File: src/sv/rvalu_pkg.sv
// ----------------------------------------------------------------------------
// rvalu_pkg: shared types and constants for the RV32IM integer execute unit
// Operation codes, item structs and the word/stage geometry.
// ----------------------------------------------------------------------------
`default_nettype none
package rvalu_pkg;

   localparam int unsigned WordBits = 32;
   localparam int unsigned TagBits  = 5;
   localparam int unsigned ModeBits = 5;
   // quotient bits resolved per divide cell
   localparam int unsigned DivBitsPerCell = 2;

   typedef enum logic [ModeBits-1:0] {
      OP_ADD    = 5'd0,
      OP_SUB    = 5'd1,
      OP_SLL    = 5'd2,
      OP_SLT    = 5'd3,
      OP_SLTU   = 5'd4,
      OP_XOR    = 5'd5,
      OP_OR     = 5'd6,
      OP_AND    = 5'd7,
      OP_SRL    = 5'd8,
      OP_SRA    = 5'd9,
      OP_MUL    = 5'd10,
      OP_MULH   = 5'd11,
      OP_MULHU  = 5'd12,
      OP_MULHSU = 5'd13,
      OP_DIV    = 5'd14,
      OP_DIVU   = 5'd15,
      OP_REM    = 5'd16,
      OP_REMU   = 5'd17,
      OP_COPYB  = 5'd18
   } op_type;

   typedef struct packed {
      logic [ModeBits-1:0] mode;
      logic [WordBits-1:0] operand_a;
      logic [WordBits-1:0] operand_b;
      logic [TagBits-1:0]  dest_index;
   } req_type;

   typedef struct packed {
      logic [WordBits-1:0] result_value;
      logic [TagBits-1:0]  dest_tag;
   } rsp_type;

   // work carried from cell to cell
   typedef struct packed {
      logic                valid;
      logic                is_div;     // divide/remainder uses the cells
      logic                want_rem;
      logic                neg_q;
      logic                neg_r;
      logic                div_zero;
      logic [WordBits-1:0] orig_a;
      logic [WordBits-1:0] divisor;    // magnitude
      logic [WordBits-1:0] quot;       // shifts in dividend, out quotient
      logic [WordBits-1:0] rem;
      logic [WordBits-1:0] early;      // result of non-divide ops
      logic [TagBits-1:0]  tag;
   } cell_type;

endpackage
`default_nettype wire

File: src/sv/rvalu_cell.sv
// ----------------------------------------------------------------------------
// rvalu_cell: one divide cell of the execute chain
// Resolves DIV_BITS restoring-division quotient bits and registers the item.
// ----------------------------------------------------------------------------
`default_nettype none
module rvalu_cell #(
   parameter int unsigned DIV_BITS = rvalu_pkg::DivBitsPerCell
) (
   input  wire logic               clock,
   input  wire logic               reset,
   input  wire logic               advance,
   input  wire rvalu_pkg::cell_type cell_in,
   output rvalu_pkg::cell_type     cell_out
);
   rvalu_pkg::cell_type cell_ff;
   rvalu_pkg::cell_type cell_in_c;

   always_comb begin
      logic [rvalu_pkg::WordBits:0] trial;
      cell_in_c = cell_in;
      for (int i = 0; i < DIV_BITS; i++) begin
         trial = {cell_in_c.rem, cell_in_c.quot[rvalu_pkg::WordBits-1]}
                 - {1'b0, cell_in_c.divisor};
         if (!trial[rvalu_pkg::WordBits]) begin
            cell_in_c.rem  = trial[rvalu_pkg::WordBits-1:0];
            cell_in_c.quot = {cell_in_c.quot[rvalu_pkg::WordBits-2:0], 1'b1};
         end else begin
            cell_in_c.rem  = {cell_in_c.rem[rvalu_pkg::WordBits-2:0],
                              cell_in_c.quot[rvalu_pkg::WordBits-1]};
            cell_in_c.quot = {cell_in_c.quot[rvalu_pkg::WordBits-2:0], 1'b0};
         end
      end
   end

   always_ff @(posedge clock) begin
      if (reset) begin
         cell_ff.valid <= 1'b0;
      end else if (advance) begin
         cell_ff <= cell_in_c;
      end
   end

   assign cell_out = cell_ff;
endmodule
`default_nettype wire

File: config.mk
export PLATFORM = sky130hd
export DESIGN_NAME = rvalu_cell
export DESIGN_NICKNAME = d
export VERILOG_FILES = /design/src/sv/rvalu_pkg.sv /design/src/sv/rvalu_cell.sv
export SDC_FILE = /design/constraint.sdc
export NUM_CORES = 1
export LEC_CHECK = 0
export BUFFER_PORTS_ARGS = -buffer_cell sky130_fd_sc_hd__buf_2
export CAP_MARGIN = 30
export CORE_UTILIZATION = 48
export CTS_BUF_LIST = sky130_fd_sc_hd__clkbuf_16
export CTS_CLUSTER_DIAMETER = 150
export DETAILED_ROUTE_END_ITERATION = 7
export PLACE_DENSITY = 0.84
export SLEW_MARGIN = 20
export SYNTH_ARGS = -nofsm -noshare
export SYNTH_HDL_FRONTEND = slang
export SYNTH_SLANG_ARGS = --single-unit
File: constraint.sdc
create_clock -name clock -period 24.1 [get_ports clock]
set_input_delay 2.41 -clock clock [delete_from_list [all_inputs] [get_ports clock]]
set_output_delay 2.41 -clock clock [all_outputs]
set_load 0.01 [all_outputs]
==> metrics list, run 1 <==
- The run finished with clean final reports.
- Post-DP HPWL: 21.1 mm
- For this run, design rule violations remaining after detail routing come to 0.
- Dividing the detail-routed wire length by the instance count gives 19.5 µm.
* Most instantiated library cell after synthesis: edfxtp_1
- around 350 I/O pins were placed.
- After filler insertion, the fill cell instance count of the layout stands at around 1,500.
- For this run, the share of the core covered by cells in the final layout is 63.8%.
- Clock net sink count: about 170
- RSZ-0062 raised after global routing: false
- Synthesis produced a netlist with a net count of ~990.
- Core Footprint: 0.0190 mm²
- After the first detailed-routing iteration, the DRC count stood at about 540.
- The via count of the first global-routing pass came to roughly 7,300.
- Proportion of netlist area held by the largest area contributor: about 54%
- The worst setup path is of the input pin to flop kind.
- Std-Cell Rows: 50
- Setup total negative slack on the finished layout was measured at 0 ns.
- The number of gates resized after CTS was 0.
- Max_slew headroom: slightly below 50%
- Across all hold checks on the routed design, the worst slack comes to 0.561 ns.
* Die area: roughly 0.02 mm²
- Share of async-settable or async-resettable flops after synthesis: 0%
- Count of state elements after synthesis: roughly 170
- Hold Fails Final Rpt: 0
- Derived from the worst setup path, the maximum achievable clock frequency is 0.113 GHz.
* Final clock skew: 0 ns
- The final critical path takes up approximately 37% of the cycle.
- For this run, the total global-route usage over all layers was measured as roughly a quarter.
* Cell type with the largest total area after synthesis: edfxtp_1
- Top cells by count, synth: edfxtp_1, ha_1, inv_1, a21oi_1, nor2_1
- Post-synthesis instance area: roughly 0.0094 mm²
* Post-Syn Instances: roughly 750
* Final Instance Area: 0.0121 mm²
- Kind of end point of the critical path: flop
- The initial antenna violation count came to 11.
- Sequential elements use 54.3% of the synthesized area.
* Global-route wire length before repair: between 30 and 40 mm
* Number of port buffers: roughly 340
- Largest voltage drop on the vdd net: 0.0000467 V
* WL final: 27.1 mm
- RePlAce Congestion: just under 0.9
- Placement Setup Slack: 14.86 ns
- Clk pin slew, worst setup/hold paths: around 0.070 ns
* Critical Path AT: approximately 9.0 ns
- The clock tree synthesis step divided the H-tree into 4 levels.
* Number of enable flip-flop cells after synthesis: 170
- Maximum clock path buffer count: 2
- Drt first pass iters: 8
- In this run the static leakage power is 5.43 nW.
- In this run the power density over the cells is 82.0 mW/mm².
* Number of clock buffers inserted by TritonCTS: 17
* Worst Slack Setup Final: between 15 and 20 ns
- Effective utilization at floorplan: between 40% and 50%
- TritonCTS built the clock tree.
- Data required time at the worst endpoint: between 20 and 25 ns
- Routed vias: 7,557
- Largest net degree at the start of global routing: a little over 80
- Count of cell types in the netlist: between 60 and 70
* Clock root buffer master: clkbuf_16
* Vias per cell: between 5 and 6
- The max-slew violation total from the final report was 0.
* Area added between synthesis and finish: 28.2%
- In this run the worst path has a maximum fanout of 36.
* Hold-fix buffers at CTS: 0
- For this run the aggregate overflow at the end of global routing stands at 0.
* Syn_area_per_cell: around 13 µm²
- Classification of the worst-slack hold path: flop to flop
* Die Height: 142 µm
* Maxcap violations: 0
- Max reg flops: ~170
* Slew of the pin with the lowest slew margin: 0.773 ns
* Setup violation total in the final timing report: 0
- Number of nets in the final layout: 1,349
* Horizontal extent of the die: approximately 140 µm
- Clock latency on the worst-skew pair, taken at its later pin, is approximately 0.43 ns.
- Post-CTS setup buffers: 0
* Flip-flop cell with the highest count after synthesis: edfxtp_1
* Post-DP Area: around 0.011 mm²
- Final Critical Period: about 8.8 ns
* Post-route ant nets: 0
* Area contributors post-synth: edfxtp_1, ha_1, mux2_4, xnor2_1, mux2_2
- The worst setup path is launched from an input pin.
- Number of warnings issued by yosys: 0
- Layout cell share with drive strength beyond 1: around two fifths
-- report_power, final --
group	total [mW]	internal (mW)	switching, mW
Combinational	0.342	0.164	0.178
Sequential	0.376	0.368	0.00737
Clock	0.274	0.140	0.134
-- through the flow --
stage,std cells,power (mW)
after floorplan,752,0.633
after global placement,1349,0.709
after detailed placement,1349,0.718
after CTS,1381,0.994
after global routing,1386,1.04
final,1387,0.992
-- worst paths after layout --
kind                               from                          to  slack (ns)  cells past startpoint
max                        cell_in[100]      cell_out[39]$_DFFE_PP_       15.28                     25
min          cell_out[170]$_SDFFE_PP0P_  cell_out[170]$_SDFFE_PP0P_        0.56                      2
max reg2reg  cell_out[170]$_SDFFE_PP0P_  cell_out[170]$_SDFFE_PP0P_       23.43                      2
min reg2reg  cell_out[170]$_SDFFE_PP0P_  cell_out[170]$_SDFFE_PP0P_        0.56                      2
-- layout make-up --
cell class	instances	area, µm²	area share [%]
flip-flops and latches	171	5120	42.4
well taps	260	325	2.69
diodes	5	12.5	0.103
repair buffers	350	1790	14.8
multi-input cells	513	4030	33.3
clock inverters	15	175	1.45
inverters	56	210	1.74
clock buffers	17	425	3.52
-- placed cells by master, fill, tap and decap left out, types with 5 or more instances in the layout --
cell and count:
buf_4 5, mux2_2 27, nor2b_1 9, nand3_1 14, xnor2_1 36, o21ai_0 30, nor2_1 42, edfxtp_1 170
xor2_1 15, o21bai_1 7, nand4_1 7, a21o_1 31, nor3_1 15, nand2_1 40, a21oi_1 53, clkbuf_16 17
diode_2 5, clkinv_8 5, buf_2 344, mux2_4 27, ha_1 64, a211oi_1 6, inv_1 55, nand2b_1 10
-- kinds of logic after synthesis --
| group | share of synthesized area [%] |
|---|---|
| simple gates | 8.00 |
| mux | 7.84 |
| xor+xnor | 5.03 |
| compound gates | 12.9 |
| buf+inv | 3.01 |
| flops | 54.3 |
| fa+ha+maj | 8.92 |
-- critical path, stage by stage --
cell and delay [ns]:
buf_2 0.10, inv_1 0.05, ha_1 0.17, inv_1 0.07, fa_1 0.42, a211oi_1 0.30, o211ai_1 0.16, a41oi_2 0.30
o211ai_2 0.15, a32oi_1 0.24, nand2_1 0.23, inv_2 0.64, mux2_2 0.43, ha_1 0.42, nand2_1 0.12, o21bai_1 0.18
a2111oi_0 0.54, nand3_1 0.15, a211oi_1 0.25, a211oi_2 0.13, nor2b_1 0.28, o41ai_4 0.14, xnor2_4 0.18, buf_4 0.51
mux2_2 0.41
-- metal layers --
metal,track usage [%],part of all wire (%)
met4,11.5,3.3
met5,0,0.32
met3,7.20,9.2
met1,31.0,37
met2,45.6,50
(Power assumes the default switching activity.)
==> run 2, diff against run 1 <==
==> constraint.sdc (replaced) <==
create_clock -name clock -period 8.9 [get_ports clock]
set_input_delay 0.89 -clock clock [delete_from_list [all_inputs] [get_ports clock]]
set_output_delay 0.89 -clock clock [all_outputs]
set_load 0.01 [all_outputs]
==> run 2 against run 1 <==
Against the previous run: design area is 0.29% lower; utilization down 0.18 points; global-route usage decreased by 0.45 points; clock skew unchanged; final cell count shrank 0.14%; first-iteration DRC count down 8.8%; count of clock-buffer cells in the layout stayed put; clock power grew to 2.7 times the previous value; critical path type unchanged; highest routed layer unchanged.
==> metrics list, run 2 (same netlist as run 1, synthesis figures left out) <==
- The worst setup path is of the input pin to flop kind.
* Largest net degree at the start of global routing: 67 (-18%)
- Reg2Reg Launch Point: cell_out[170]$_SDFFE_PP0P_
- The final hold violation count came to 0 (unchanged).
* Fillers: 1,533 (+1.3%)
- The net total in the final layout is 1,349 (unchanged).
- Period utilization: 85.3%
- The total wirelength of the detailed-routed design was 26.9 mm (-0.58%).
* Leakage component of the power: 5.42 nW (-0.17%)
- The overall routing resource usage is 26.1% (-0.45 points).
* PD cells: 222 mW/mm² (+170%)
* Biggest cell delay along the critical path: 0.75 ns (+0.11 ns)
* Largest fanout on the critical path: 20 (-44%)
- Drt first pass iters: 4 (-4)
* Clk pin slew, worst setup/hold paths: 0.07 ns (about the same)
- The total negative setup slack came to 0 ns (unchanged).
* Core Footprint: 0.0190 mm² (unchanged)
* Sequential cell area: 0.00512 mm² (unchanged)
- Clock net sink count: 171 (unchanged)
* Outcome: finished clean
- The per-cell routed wire length was 19.4 µm (-0.44%).
* Routed vias: 7,452 (-1.4%)
- The largest buffer count on any clock path is 2 (unchanged).
* Leading cell types in the layout, fill and taps excluded: buf_2, edfxtp_1, ha_1
- The data arrival at the endpoint of the critical path was 7.77 ns (-1.23 ns).
- The number of setup violations in the final report was 0 (unchanged).
- The first-pass GRT wire length was 39.2 mm (-1.6%).
* Slowest library cell on the worst path: a2111oi_0
- Number of clock buffers inserted by TritonCTS: 17 (unchanged)
* Combined area of the multi-input logic cells: 0.00403 mm² (unchanged)
- Area added between synthesis and finish: 27.8%
* Post-DP HPWL: 21.6 mm (+2.5%)
- Clk Latency, worst-skew pair: 0.43 ns (about the same)
* Horizontal extent of the die: 142 µm (unchanged)
* Effective utilization at floorplan: 49.7% (unchanged)
* Die Height: 142 µm (unchanged)
- Clock tree from TritonCTS: yes
* Clock root buffer master: clkbuf_16
* Initial antenna violation count: 8 (-3)
- The path class of the tightest hold or removal check is flop to flop.
- The via count of the first global-routing pass is 7,240 (-1.1%).
* Total grt overflow: 0 (unchanged)
* Crit start category: input pin
* Worst Slack Setup Final: 1.30 ns (-13.97 ns)
- The library cell used most frequently in the layout, excluding fill and tap cells, is buf_2.
* Layout cell share with drive strength beyond 1: 40.2% (unchanged)
- The number of remaining DRC errors came to 0 (unchanged).
- Data required time at the worst endpoint: 9.08 ns (-15.20 ns)
- The max-slew violation total from the final report came to 0 (unchanged).
- Placement Setup Slack: 0.890 ns (-13.97 ns)
- The via count normalized by instance count was 5.38 (-1.2%).
* Hold-fix buffers at CTS: 0 (unchanged)
* Total number of H-tree levels: 4 (unchanged)
* RePlAce Congestion: 0.914 (+3.4%)
- The most critical setup path has its startpoint at cell_in[100].
* DRC marker count from the first detailed-route iteration: 490 (-8.8%)
- Top-Level Pins: 345 (unchanged)
- Slew of the pin with the lowest slew margin: 0.847 ns (+0.0734 ns)
- The number of flip-flops under the largest register name was 171 (unchanged).
* Post-route ant nets: 0 (unchanged)
* Maxcap violations: 0 (unchanged)
* RSZ-0062 raised after global routing: false
- The number of rows created at floorplan is 50 (unchanged).
- After layout, the minimum clock period comes to between 7 and 8 ns.
- The post-CTS setup repair buffer count is 0 (unchanged).
- Kind of end point of the critical path: flop
- Number of port buffers: 344 (unchanged)
- Largest voltage drop on the vdd net: 0.000134 V (+190%)
- Final clock skew: 0 ns (unchanged)
* Max_slew headroom: 43.6% (-4.8 points)
- For this run, the top clock speed supported by timing is 0.132 GHz.
* Start point of the worst min-delay path: cell_out[170]$_SDFFE_PP0P_
- Die area: 0.0202 mm² (unchanged)
* Count of cells resized by post-cts repair: 0 (unchanged)
## run 2: cell count changes in the layout (fill, tap and decap cells not counted)
| cell | previous run | this run |
|---|---|---|
| diode_2 | 5 | 3 |
| buf_4 | 5 | 6 |
| inv_8 | 4 | 6 |
| clkinv_8 | 5 | 3 |
| buf_16 | 1 | 0 |
## run 2: worst max-delay path, delay by kind of cell
kind                       cells  cell delay (ns)
AOI/OAI and AO/OA             10             2.64
adders and majority gates      3             0.97
and+or+nand+nor                4             0.78
xor gates and xnor gates       1             0.63
muxes                          2             0.77
buffers and inverters          5             1.07
## run 2: through the flow
step           utilization (%)  power (mW)  instance area, µm²  std cells  hold WS (ns)
2_1_floorplan                -        1.71                9430        752         0.528
3_3_place_gp              60.4        1.92               11500       1350         0.473
3_5_place_dp              60.4        1.95               11500       1350         0.514
4_1_cts                   63.6        2.69               12000       1382         0.531
5_1_grt                   63.6        2.80               12100       1384         0.586
6_report                  63.6        2.68               12100       1385         0.522
## run 2: per-layer routing
metal  part of all wire [%]  global-route usage [%]
met2                     51                    46.4
met4                    2.7                    9.73
met1                     38                    29.8
met5                   0.22                       0
met3                    8.1                    7.00
## run 2: cell type report
type | instances | share of cell area [%]
clock inverter | 15 | 1.37
clock buffer | 17 | 3.53
antenna | 3 | 0.0623
multi-input combinational | 513 | 33.4
tap | 260 | 2.70
timing repair buffer | 350 | 14.7
sequential | 171 | 42.5
inverter | 56 | 1.74
## run 2: final timing paths
kind | cells past startpoint | slack (ns) | to
setup / recovery | 25 | 1.30 | cell_out[41]$_DFFE_PP_
hold / removal | 2 | 0.52 | cell_out[170]$_SDFFE_PP0P_
setup reg to reg | 2 | 8.30 | cell_out[170]$_SDFFE_PP0P_
hold reg to reg | 2 | 0.52 | cell_out[170]$_SDFFE_PP0P_
## run 2: where the power goes
group	total, mW	internal [mW]	switching (mW)
registers	1.02	0.997	0.0212
clock network	0.741	0.379	0.362
logic	0.921	0.444	0.477
